## config.mk

```make
export PLATFORM = sky130hd
export DESIGN_NAME = format_spec_arg_size_parser
export DESIGN_NICKNAME = d
export VERILOG_FILES = /design/src/rtl/fsp_pkg.sv /design/src/rtl/fsp_cfg_regs.sv /design/src/rtl/fsp_parser.sv /design/src/rtl/fsp_out_buf.sv /design/src/rtl/format_spec_arg_size_parser.sv
export VERILOG_INCLUDE_DIRS = /design/src /design/src/rtl
export SDC_FILE = /design/constraint.sdc
export NUM_CORES = 1
export LEC_CHECK = 0
export ABC_AREA = 0
export BUFFER_PORTS_ARGS = -buffer_cell sky130_fd_sc_hd__buf_2
export CAP_MARGIN = 20
export CORE_MARGIN = 2
export CORE_UTILIZATION = 40
export CTS_BUF_LIST = sky130_fd_sc_hd__clkbuf_2 sky130_fd_sc_hd__clkbuf_4 sky130_fd_sc_hd__clkbuf_8
export DETAILED_ROUTE_END_ITERATION = 16
export SLEW_MARGIN = 30
export SYNTH_ARGS = -nofsm -noshare
export SYNTH_HDL_FRONTEND = slang
export SYNTH_SLANG_ARGS = --single-unit
```

## constraint.sdc

```tcl
create_clock -name clk -period 4.9 [get_ports clk]
set_clock_uncertainty 0.1 [all_clocks]
set_input_delay 0.49 -clock clk [delete_from_list [all_inputs] [get_ports clk]]
set_output_delay 0.49 -clock clk [all_outputs]
set_load 0.005 [all_outputs]
```

## src/rtl/assert_macros.svh

```systemverilog
// Assertion helpers; expect clk and rst_n in scope.
`ifndef ASSERT_MACROS_SVH
`define ASSERT_MACROS_SVH

// Property checked at every clock edge outside reset.
`define ASSERT_ALWAYS(label, prop, msg) \
    label: assert property (@(posedge clk) disable iff (!rst_n) (prop)) else $error(msg);

// Cause seen at one edge implies effect at the next edge.
`define ASSERT_NEXT(label, cause, effect, msg) \
    label: assert property (@(posedge clk) disable iff (!rst_n) (cause) |=> (effect)) \
        else $error(msg);

`endif

```

## src/rtl/fsp_pkg.sv

```systemverilog
package fsp_pkg;

    localparam int BYTES_W = 5;
    localparam int NUM_CFG = 8;
    localparam int CFG_IDX_W = $clog2(NUM_CFG);
    localparam int MAX_RES = 3;

    typedef enum logic [CFG_IDX_W-1:0] {
        CFG_INT_BYTES         = 3'd0,
        CFG_LONG_BYTES        = 3'd1,
        CFG_LONG_LONG_BYTES   = 3'd2,
        CFG_LONG_DOUBLE_BYTES = 3'd3,
        CFG_INTMAX_BYTES      = 3'd4,
        CFG_SIZE_BYTES        = 3'd5,
        CFG_POINTER_BYTES     = 3'd6,
        CFG_WIDE_CHAR_BYTES   = 3'd7
    } cfg_idx_t;

    localparam logic [BYTES_W-1:0] RST_INT_BYTES         = 5'd4;
    localparam logic [BYTES_W-1:0] RST_LONG_BYTES        = 5'd8;
    localparam logic [BYTES_W-1:0] RST_LONG_LONG_BYTES   = 5'd8;
    localparam logic [BYTES_W-1:0] RST_LONG_DOUBLE_BYTES = 5'd16;
    localparam logic [BYTES_W-1:0] RST_INTMAX_BYTES      = 5'd8;
    localparam logic [BYTES_W-1:0] RST_SIZE_BYTES        = 5'd8;
    localparam logic [BYTES_W-1:0] RST_POINTER_BYTES     = 5'd8;
    localparam logic [BYTES_W-1:0] RST_WIDE_CHAR_BYTES   = 5'd4;

    typedef struct packed {
        logic [BYTES_W-1:0] int_bytes;
        logic [BYTES_W-1:0] long_bytes;
        logic [BYTES_W-1:0] long_long_bytes;
        logic [BYTES_W-1:0] long_double_bytes;
        logic [BYTES_W-1:0] intmax_bytes;
        logic [BYTES_W-1:0] size_bytes;
        logic [BYTES_W-1:0] pointer_bytes;
        logic [BYTES_W-1:0] wide_char_bytes;
    } cfg_t;

    typedef enum logic [2:0] {
        KIND_SIZED = 3'd0,
        KIND_STR   = 3'd1,
        KIND_WSTR  = 3'd2,
        KIND_NONE  = 3'd3,
        KIND_END   = 3'd4
    } kind_t;

    typedef struct packed {
        kind_t              kind;
        logic [BYTES_W-1:0] arg_bytes;
    } res_t;

    // Results caused by one character, slot 0 first.
    typedef struct packed {
        res_t [MAX_RES-1:0] slot;
        logic [1:0]         count;
    } bundle_t;

endpackage

```

## src/rtl/fsp_cfg_regs.sv

```systemverilog
module fsp_cfg_regs (
    input  logic                               clk,
    input  logic                               rst_n,
    input  logic                               cfg_wr_en,
    input  logic [fsp_pkg::CFG_IDX_W-1:0]      cfg_index,
    input  logic [fsp_pkg::BYTES_W-1:0]        cfg_wdata,
    output fsp_pkg::cfg_t                      cfg
);

    fsp_pkg::cfg_t cfg_reg;
    fsp_pkg::cfg_t cfg_next;

    always_comb
    begin
        cfg_next = cfg_reg;
        if (cfg_wr_en)
        begin
            unique case (fsp_pkg::cfg_idx_t'(cfg_index))
                fsp_pkg::CFG_INT_BYTES:         cfg_next.int_bytes         = cfg_wdata;
                fsp_pkg::CFG_LONG_BYTES:        cfg_next.long_bytes        = cfg_wdata;
                fsp_pkg::CFG_LONG_LONG_BYTES:   cfg_next.long_long_bytes   = cfg_wdata;
                fsp_pkg::CFG_LONG_DOUBLE_BYTES: cfg_next.long_double_bytes = cfg_wdata;
                fsp_pkg::CFG_INTMAX_BYTES:      cfg_next.intmax_bytes      = cfg_wdata;
                fsp_pkg::CFG_SIZE_BYTES:        cfg_next.size_bytes        = cfg_wdata;
                fsp_pkg::CFG_POINTER_BYTES:     cfg_next.pointer_bytes     = cfg_wdata;
                fsp_pkg::CFG_WIDE_CHAR_BYTES:   cfg_next.wide_char_bytes   = cfg_wdata;
                default:                        cfg_next = cfg_reg;
            endcase
        end
    end

    always_ff @(posedge clk or negedge rst_n)
    begin
        if (!rst_n)
        begin
            cfg_reg.int_bytes         <= fsp_pkg::RST_INT_BYTES;
            cfg_reg.long_bytes        <= fsp_pkg::RST_LONG_BYTES;
            cfg_reg.long_long_bytes   <= fsp_pkg::RST_LONG_LONG_BYTES;
            cfg_reg.long_double_bytes <= fsp_pkg::RST_LONG_DOUBLE_BYTES;
            cfg_reg.intmax_bytes      <= fsp_pkg::RST_INTMAX_BYTES;
            cfg_reg.size_bytes        <= fsp_pkg::RST_SIZE_BYTES;
            cfg_reg.pointer_bytes     <= fsp_pkg::RST_POINTER_BYTES;
            cfg_reg.wide_char_bytes   <= fsp_pkg::RST_WIDE_CHAR_BYTES;
        end
        else
        begin
            cfg_reg <= cfg_next;
        end
    end

    assign cfg = cfg_reg;

endmodule

```

## src/rtl/fsp_parser.sv

```systemverilog
`include "assert_macros.svh"

module fsp_parser (
    input  logic             clk,
    input  logic             rst_n,
    input  logic             fire,
    input  logic [7:0]       ch,
    input  logic             is_final,
    input  fsp_pkg::cfg_t    cfg,
    output fsp_pkg::bundle_t bundle
);

    typedef enum logic [3:0] {
        PH_TEXT     = 4'd0,
        PH_PERCENT  = 4'd1,
        PH_FLAG     = 4'd2,
        PH_STAR     = 4'd3,
        PH_DIGITS   = 4'd4,
        PH_LEN      = 4'd5,
        PH_AFTER_H  = 4'd6,
        PH_AFTER_L  = 4'd7,
        PH_CONV     = 4'd8
    } phase_t;

    typedef enum logic [2:0] {
        MOD_NONE = 3'd0,
        MOD_HH   = 3'd1,
        MOD_H    = 3'd2,
        MOD_L    = 3'd3,
        MOD_LL   = 3'd4,
        MOD_LD   = 3'd5,
        MOD_J    = 3'd6,
        MOD_Z    = 3'd7
    } mod_t;

    localparam logic [7:0] CHR_PERCENT = 8'h25;
    localparam logic [7:0] CHR_STAR    = 8'h2a;
    localparam logic [7:0] CHR_DOLLAR  = 8'h24;
    localparam logic [7:0] CHR_LC_H    = 8'h68;
    localparam logic [7:0] CHR_LC_L    = 8'h6c;
    localparam logic [7:0] CHR_UC_L    = 8'h4c;

    localparam logic [fsp_pkg::BYTES_W-1:0] BYTES_ONE    = 5'd1;
    localparam logic [fsp_pkg::BYTES_W-1:0] BYTES_TWO    = 5'd2;
    localparam logic [fsp_pkg::BYTES_W-1:0] BYTES_DOUBLE = 5'd8;

    phase_t phase_reg;
    phase_t phase_next;
    logic   odd_reg;
    logic   odd_next;
    logic   star_reg;
    logic   star_next;
    mod_t   mod_reg;
    mod_t   mod_next;

    logic                          spec_go;
    phase_t                        p;
    logic                          done;
    mod_t                          m;
    fsp_pkg::kind_t                cv_kind;
    logic [fsp_pkg::BYTES_W-1:0]   cv_bytes;
    logic                          is_flag;
    logic                          is_digit;
    logic                          unfinished;
    fsp_pkg::res_t [fsp_pkg::MAX_RES-1:0] slot;
    logic [1:0]                    cnt;

    // # 0 - space + ' I
    assign is_flag = (ch == 8'h23) || (ch == 8'h30) || (ch == 8'h2d) || (ch == 8'h20) ||
                     (ch == 8'h2b) || (ch == 8'h27) || (ch == 8'h49);
    assign is_digit = ((ch >= 8'h30) && (ch <= 8'h39)) || (ch == 8'h2e);

    // Conversion character under modifier m.
    always_comb
    begin
        cv_kind  = fsp_pkg::KIND_SIZED;
        cv_bytes = '0;
        unique case (ch)
            8'h64, 8'h69, 8'h6f, 8'h75, 8'h78, 8'h58:   // d i o u x X
            begin
                unique case (m)
                    MOD_HH:  cv_bytes = BYTES_ONE;
                    MOD_H:   cv_bytes = BYTES_TWO;
                    MOD_L:   cv_bytes = cfg.long_bytes;
                    MOD_LL:  cv_bytes = cfg.long_long_bytes;
                    MOD_J:   cv_bytes = cfg.intmax_bytes;
                    MOD_Z:   cv_bytes = cfg.size_bytes;
                    default: cv_bytes = cfg.int_bytes;
                endcase
            end
            8'h65, 8'h45, 8'h66, 8'h46, 8'h67, 8'h47, 8'h61, 8'h41:   // e E f F g G a A
                cv_bytes = (m == MOD_LD) ? cfg.long_double_bytes : BYTES_DOUBLE;
            8'h63:   // c
                cv_bytes = (m == MOD_L) ? cfg.wide_char_bytes : BYTES_ONE;
            8'h43:   // C
                cv_bytes = cfg.wide_char_bytes;
            8'h73:   // s
                cv_kind = (m == MOD_L) ? fsp_pkg::KIND_WSTR : fsp_pkg::KIND_STR;
            8'h53:   // S
                cv_kind = fsp_pkg::KIND_WSTR;
            8'h70, 8'h6e:   // p n
                cv_bytes = cfg.pointer_bytes;
            default:
                cv_kind = fsp_pkg::KIND_NONE;
        endcase
    end

    always_comb
    begin
        phase_next = phase_reg;
        odd_next   = odd_reg;
        star_next  = star_reg;
        mod_next   = mod_reg;
        spec_go    = 1'b0;
        p          = phase_reg;
        done       = 1'b0;
        m          = mod_reg;
        slot       = '0;
        cnt        = 2'd0;

        unique case (phase_reg)
            PH_TEXT:
            begin
                if (ch == CHR_PERCENT)
                begin
                    phase_next = PH_PERCENT;
                    odd_next   = 1'b1;
                end
            end
            PH_PERCENT:
            begin
                if (ch == CHR_PERCENT)
                begin
                    odd_next = ~odd_reg;
                end
                else if (odd_reg)
                begin
                    spec_go = 1'b1;
                    p       = PH_FLAG;
                end
                else
                begin
                    odd_next   = 1'b0;
                    star_next  = 1'b0;
                    mod_next   = MOD_NONE;
                    phase_next = PH_TEXT;
                end
            end
            default:
                spec_go = 1'b1;
        endcase

        // Specifier fields fall through to the next one when absent.
        if (spec_go)
        begin
            if (p == PH_FLAG)
            begin
                if (is_flag)
                begin
                    phase_next = PH_STAR;
                    done       = 1'b1;
                end
                else
                begin
                    p = PH_STAR;
                end
            end
            if (!done && p == PH_STAR)
            begin
                if (ch == CHR_STAR)
                begin
                    star_next  = 1'b1;
                    phase_next = PH_DIGITS;
                    done       = 1'b1;
                end
                else
                begin
                    p = PH_DIGITS;
                end
            end
            if (!done && p == PH_DIGITS)
            begin
                if (is_digit)
                begin
                    phase_next = PH_DIGITS;
                    done       = 1'b1;
                end
                else if (star_reg && ch == CHR_DOLLAR)
                begin
                    phase_next = PH_LEN;
                    done       = 1'b1;
                end
                else
                begin
                    p = PH_LEN;
                end
            end
            if (!done && p == PH_LEN)
            begin
                done = 1'b1;
                priority case (ch)
                    CHR_LC_H: phase_next = PH_AFTER_H;
                    CHR_LC_L: phase_next = PH_AFTER_L;
                    8'h71:    // q
                    begin
                        mod_next   = MOD_LL;
                        phase_next = PH_CONV;
                    end
                    CHR_UC_L:
                    begin
                        mod_next   = MOD_LD;
                        phase_next = PH_CONV;
                    end
                    8'h6a:    // j
                    begin
                        mod_next   = MOD_J;
                        phase_next = PH_CONV;
                    end
                    8'h7a, 8'h5a, 8'h74:   // z Z t
                    begin
                        mod_next   = MOD_Z;
                        phase_next = PH_CONV;
                    end
                    default:
                    begin
                        done = 1'b0;
                        p    = PH_CONV;
                    end
                endcase
            end
            if (!done && p == PH_AFTER_H)
            begin
                if (ch == CHR_LC_H)
                begin
                    mod_next   = MOD_HH;
                    phase_next = PH_CONV;
                    done       = 1'b1;
                end
                else
                begin
                    m = MOD_H;
                end
            end
            else if (!done && p == PH_AFTER_L)
            begin
                if (ch == CHR_LC_L)
                begin
                    mod_next   = MOD_LL;
                    phase_next = PH_CONV;
                    done       = 1'b1;
                end
                else
                begin
                    m = MOD_L;
                end
            end
            if (!done)
            begin
                slot[0].kind      = cv_kind;
                slot[0].arg_bytes = (cv_kind == fsp_pkg::KIND_SIZED) ? cv_bytes : '0;
                cnt               = 2'd1;
                star_next         = 1'b0;
                mod_next          = MOD_NONE;
                if (ch == CHR_PERCENT)
                begin
                    phase_next = PH_PERCENT;
                    odd_next   = 1'b1;
                end
                else
                begin
                    phase_next = PH_TEXT;
                    odd_next   = 1'b0;
                end
            end
        end

        unfinished = (phase_next == PH_PERCENT && odd_next) ||
                     (phase_next != PH_TEXT && phase_next != PH_PERCENT);

        if (is_final)
        begin
            if (unfinished)
            begin
                slot[cnt].kind      = fsp_pkg::KIND_NONE;
                slot[cnt].arg_bytes = '0;
                cnt                 = cnt + 2'd1;
            end
            slot[cnt].kind      = fsp_pkg::KIND_END;
            slot[cnt].arg_bytes = '0;
            cnt                 = cnt + 2'd1;
            phase_next          = PH_TEXT;
            odd_next            = 1'b0;
            star_next           = 1'b0;
            mod_next            = MOD_NONE;
        end

        bundle.slot  = slot;
        bundle.count = cnt;
    end

    always_ff @(posedge clk or negedge rst_n)
    begin
        if (!rst_n)
        begin
            phase_reg <= PH_TEXT;
            odd_reg   <= 1'b0;
            star_reg  <= 1'b0;
            mod_reg   <= MOD_NONE;
        end
        else if (fire)
        begin
            phase_reg <= phase_next;
            odd_reg   <= odd_next;
            star_reg  <= star_next;
            mod_reg   <= mod_next;
        end
    end

    `ASSERT_ALWAYS(a_final_has_end, !(fire && is_final && bundle.count == 2'd0), "final char without end result")
    `ASSERT_NEXT(a_final_resets, fire && is_final, phase_reg == PH_TEXT && !odd_reg && !star_reg && mod_reg == MOD_NONE, "state not cleared after end")

endmodule

```

## src/rtl/fsp_out_buf.sv

```systemverilog
`include "assert_macros.svh"

module fsp_out_buf (
    input  logic             clk,
    input  logic             rst_n,
    input  logic             load,
    input  fsp_pkg::bundle_t bundle,
    output logic             can_load,
    output logic             out_valid,
    input  logic             out_ready,
    output fsp_pkg::res_t    head
);

    fsp_pkg::res_t [fsp_pkg::MAX_RES-1:0] slot_reg;
    fsp_pkg::res_t [fsp_pkg::MAX_RES-1:0] slot_next;
    logic [1:0]                           cnt_reg;
    logic [1:0]                           cnt_next;
    logic                                 pop;

    assign out_valid = (cnt_reg != 2'd0);
    assign pop       = out_valid && out_ready;
    assign can_load  = (cnt_reg == 2'd0) || (cnt_reg == 2'd1 && out_ready);
    assign head      = slot_reg[0];

    always_comb
    begin
        slot_next = slot_reg;
        cnt_next  = cnt_reg;
        if (pop)
        begin
            slot_next = {fsp_pkg::res_t'('0), slot_reg[2], slot_reg[1]};
            cnt_next  = cnt_reg - 2'd1;
        end
        if (load)
        begin
            slot_next = bundle.slot;
            cnt_next  = bundle.count;
        end
    end

    always_ff @(posedge clk or negedge rst_n)
    begin
        if (!rst_n)
        begin
            cnt_reg <= 2'd0;
        end
        else
        begin
            cnt_reg <= cnt_next;
        end
    end

    always_ff @(posedge clk)
    begin
        slot_reg <= slot_next;
    end

    `ASSERT_ALWAYS(a_load_when_free, !load || cnt_reg == 2'd0 || (cnt_reg == 2'd1 && pop), "load over pending results")
    `ASSERT_ALWAYS(a_cnt_range, cnt_reg != 2'd3 || (slot_reg[2].kind == fsp_pkg::KIND_END), "three results without end")

endmodule

```

## src/rtl/format_spec_arg_size_parser.sv

```systemverilog
// A character waits in the input register until the output buffer can take its results, which it then offers.
// Throughput: one character per cycle while each yields at most one result and out_ready is high;
// a character yielding several results (up to three, at string end) holds back the next until they drain.
// Reset (rst_n, async low): parser state back to text skipping, buffers empty,
// size registers to their defaults.
`include "assert_macros.svh"

module format_spec_arg_size_parser (
    input  logic                          clk,
    input  logic                          rst_n,
    input  logic                          cfg_wr_en,
    input  logic [fsp_pkg::CFG_IDX_W-1:0] cfg_index,
    input  logic [fsp_pkg::BYTES_W-1:0]   cfg_wdata,
    input  logic                          in_valid,
    output logic                          in_ready,
    input  logic [7:0]                    ch,
    input  logic                          is_final,
    output logic                          out_valid,
    input  logic                          out_ready,
    output logic [2:0]                    kind,
    output logic [fsp_pkg::BYTES_W-1:0]   arg_bytes,
    output logic                          end_of_format
);

    fsp_pkg::cfg_t    cfg;
    fsp_pkg::bundle_t bundle;
    fsp_pkg::res_t    head;

    logic       in_valid_reg;
    logic       in_valid_next;
    logic [7:0] ch_reg;
    logic       fin_reg;
    logic       can_load;
    logic       fire;

    assign fire          = in_valid_reg && can_load;
    assign in_ready      = !in_valid_reg || fire;
    assign in_valid_next = in_ready ? in_valid : in_valid_reg;

    always_ff @(posedge clk or negedge rst_n)
    begin
        if (!rst_n)
        begin
            in_valid_reg <= 1'b0;
        end
        else
        begin
            in_valid_reg <= in_valid_next;
        end
    end

    always_ff @(posedge clk)
    begin
        if (in_valid && in_ready)
        begin
            ch_reg  <= ch;
            fin_reg <= is_final;
        end
    end

    fsp_cfg_regs u_cfg (
        .clk       (clk),
        .rst_n     (rst_n),
        .cfg_wr_en (cfg_wr_en),
        .cfg_index (cfg_index),
        .cfg_wdata (cfg_wdata),
        .cfg       (cfg)
    );

    fsp_parser u_parser (
        .clk      (clk),
        .rst_n    (rst_n),
        .fire     (fire),
        .ch       (ch_reg),
        .is_final (fin_reg),
        .cfg      (cfg),
        .bundle   (bundle)
    );

    fsp_out_buf u_out (
        .clk       (clk),
        .rst_n     (rst_n),
        .load      (fire),
        .bundle    (bundle),
        .can_load  (can_load),
        .out_valid (out_valid),
        .out_ready (out_ready),
        .head      (head)
    );

    assign kind          = head.kind;
    assign arg_bytes     = head.arg_bytes;
    assign end_of_format = (head.kind == fsp_pkg::KIND_END);

    `ASSERT_NEXT(a_held_item, in_valid_reg && !fire,
                 in_valid_reg && $stable(ch_reg) && $stable(fin_reg), "held character lost")

endmodule
```

==> impl_results.md <==
- Buf/Inv on CP: 2
- Register area: 1910 um2
- Critical Path Most Common Cell: nand2_1
- Nets@finish: 501
- Clk buf depth: 2
- Minimum clock period: 4.25 ns
- GRT Overall Usage: 18.4%
- Yosys warns: 0
- Syn nets: 485
- PnR worst setup slack: 0.654 ns
- Synthesized area per cell: 10.1 um2
- Clock group share of total power: 28.1%
- Die Y: 111 um
- Row Count: 39
- CTS tree: done
- Share of layout cells above drive strength 1: 25.4%
- RSZ-0062 raised after global routing: false
- Chip Width: 111 um
- Hold Fails Final Rpt: 0
- Pwr per Cell Area: 382 nW/um2
- Slew HR: 45.1%
- Post-Layout Cell Count: 619
- Wire length per cell: 17.6 um
- Synth top area cells: dfrtp_1 (24%), edfxtp_1 (13%), mux2_2 (10%)
- GRT met3 Usage: 3.01%
- Reg2Reg Depth: 15
- Reg-to-reg slack, setup: 0.65 ns
- Initial DRT Pass Iterations: 5
- DR DRC count: 0
- Psw: 0.634 mW
- Post-CTS resize count: 0
- IO Port Bufs: 32
- Worst endpoint required time: 5.02 ns
- Peak VDD IR: 0.000215 V
- Diodes inserted: 0
- Cell Area, Synth: 4580 um2
- P&R area growth vs syn: 9.68%
- Pleak: 1.93 nW
- DP Worst Slack: 0.708 ns
- Synth cell types: 82
- Multi-input gate area: 2470 um2
- Initial antenna violation count: 0
- Comb power frac: 24.0%
- Mapped Cells: 455
- Largest net degree at the start of global routing: 53
- Total setup buffers inserted after CTS: 0
- Synth top area share: 24.1%
- GR Util met1: 24.2%
- # hold bufs at CTS: 0
- Most Crowded Layer GR: met2
- Worst-Margin Slew: 0.822 ns
- Leading area contributor after synthesis: dfrtp_1
- CP endpoint: u_out.head[2]
- CP Class: flop to flop
- Drt total wl: 10,900 um
- Root Buffer: clkbuf_8
- R2r endpoint: u_out.head[2]
- Filler Cells Inserted: 1,056
- Sw frac: 33.1%
- Startpoint types: flop
- Post-synthesis sequential area ratio: 41.8%
- Max-Cap Viols: 0
- Synth async-reset ratio: 72.2%
- Top delay family on crit path: simple AND/OR/NAND/NOR gates
- Critical path origin: ch_reg[0]
- GR Layer Usage met2: 30.4%
- Crit-path max FO: 20
- Via count: 3,657
- CTS Buf Count: 9
- Max reg flops: 40
- DP Area: 4780 um2
- Crit path cell chain: nand2b_1 > nor3_2 > or4b_4 > and2_1 > o31a_1 > nand3_2 > inv_2 > a21oi_1 > inv_1 > ha_1 > nand2_1 > nand2_1 > nor4_2 > a222oi_1 > o21ai_1
- Post-synth EDFFs: 20
- Status: completed
- Hold crit path type: input port to async pin
- Final Setup Violations: 0
- CP max stage cell: edfxtp_1
- DIE AREA: 12,300 um2
- DRT antenna net count: 0
- Fmax: 236 MHz
- Tcrit/Tclk final: 86.7%
- Initial Utilization: 40.6%
- Via density: 5.91
- Reg2reg start: ch_reg[0]
- Int Pwr: 1.28 mW
- Crit path capture type: flop
- CP max stage delay: 0.74 ns
- Cell area after layout: 5020 um2
- Synth Flop Type: dfrtp_1
- Placed Cells incl. Taps: 603
- Clk sink count: 72
- GPL Wtd Cong: 0.922
- Setup TNS: 0 ns
- Logic depth of the worst path, buffers included: 15
- First-pass GRT wire length: 18,200 um
- #FFs+latches synth: 72
- Sequential Power Share: 47.9%
- Slew Limit Fails: 0
- Initial detailed-routing violation count: 242
- H-tree depth: 3
- Ports: 33
- Worst Path Arrival: 4.36 ns
- DP HPWL: 8030 um
- Vias in the first global route: 3,549
- Clock Latency Late Sink: 0.36 ns
- CTS clk-pin slew, worst paths: 0.09 ns
- GRT Residual Overflow: 0
- Placeable Area: 11,300 um2
==> worst reg2reg max path: cells and delay by family, from the launching register on <==
family	cells	cell delay (ns)
AO/OA/AOI/OAI	4	0.95
adder cells (fa/ha/maj)	1	0.20
buffers and inverters	2	0.18
flip-flops	1	0.74
AND/OR/NAND/NOR	8	1.94
==> per-stage QoR <==
stage	hold slack, ns	util (%)	total power, mW
after floorplan	0.0944	-	1.26
after global placement	0.387	42.4	1.38
after detailed placement	0.390	42.4	1.39
after CTS	0.155	44.5	1.93
after global routing	0.195	44.5	2.04
final	0.141	44.5	1.92
==> how the worst min path moves through the flow <==
stage	cells past startpoint	start	slack [ns]	endpoint
2_1_floorplan	0	rst_n	0.09	in_valid_reg
3_3_place_gp	1	u_cfg.cfg[12]	0.39	u_cfg.cfg[12]
3_5_place_dp	1	u_cfg.cfg[11]	0.39	u_cfg.cfg[11]
4_1_cts	2	rst_n	0.16	u_cfg.cfg[36]
5_1_grt	1	is_final	0.19	fin_reg
6_report	2	rst_n	0.14	u_cfg.cfg[36]
==> layout make-up <==
cell class              instances  share of cell area [%]
multi-input cells             341                    49.3
flip-flops and latches         72                    38.1
repair buffers                 35                    3.64
well taps                     143                    3.57
clock buffers                   9                    2.47
clock inverters                 7                    2.04
inverters                      12                   0.898
==> cell usage after synthesis (7+ instances only) <==
library cell,number
dfrtp_1,44
mux2_2,42
nand2_1,39
nor2_1,34
a21oi_1,25
edfxtp_1,20
o21ai_0,16
clkbuf_1,15
nor3_1,12
inv_1,11
a31oi_1,10
buf_4,9
dfstp_2,8
ha_1,8
nand2b_1,8
nand3_1,8
o211ai_1,8
a21o_1,7
nand4b_1,7
==> metal layers <==
metal,share of wire [%],vias to the layer above
li1,-,1760
met1,45,1801
met4,2.2,0
met3,3.6,20
met5,0,-
met2,49,76
==> placed cells by master, fill, tap and decap left out, types with 4 or more instances in the layout <==
master,netlist,final
dfrtp_1,44,44
mux2_2,42,42
nand2_1,39,39
nor2_1,34,34
buf_2,5,32
a21oi_1,25,25
edfxtp_1,20,20
o21ai_0,16,16
nor3_1,12,12
inv_1,11,11
a31oi_1,10,10
clkbuf_8,0,9
nand2b_1,8,8
nand3_1,8,8
o211ai_1,8,8
ha_1,8,8
dfstp_2,8,8
a21o_1,7,7
nand4b_1,7,7
and2_1,6,6
a32oi_1,5,5
nor3b_1,5,5
nand3b_1,4,4
nor2b_1,4,4
a211oi_1,4,4
o211a_1,4,4
o22ai_1,4,4
mux2i_1,4,4
a22oi_1,4,4
and3_1,4,4
==> power groups by stage <==
stage | Clock, mW | Combinational, mW | Sequential (mW)
final | 0.539 | 0.460 | 0.918
after floorplan | 0 | 0.404 | 0.856
after global routing | 0.576 | 0.523 | 0.940
after global placement | 0 | 0.459 | 0.924
after detailed placement | 0 | 0.462 | 0.928
after CTS | 0.547 | 0.464 | 0.916
==> cells by family (layout without fill, tap and decap cells) <==
kind of cell             count (synthesis)  count (layout)  synth area share (%)
XOR/XNOR                                 2               2                 0.383
flip-flops                              72              72                  41.8
AND/OR/NAND/NOR                        161             161                  19.7
buffers and inverters                   42              63                  4.32
multiplexers                            46              46                  11.2
AO/OA/AOI/OAI                          124             124                  20.4
adder cells (fa/ha/maj)                  8               8                  2.19
Power figures use the tool's default switching activity.
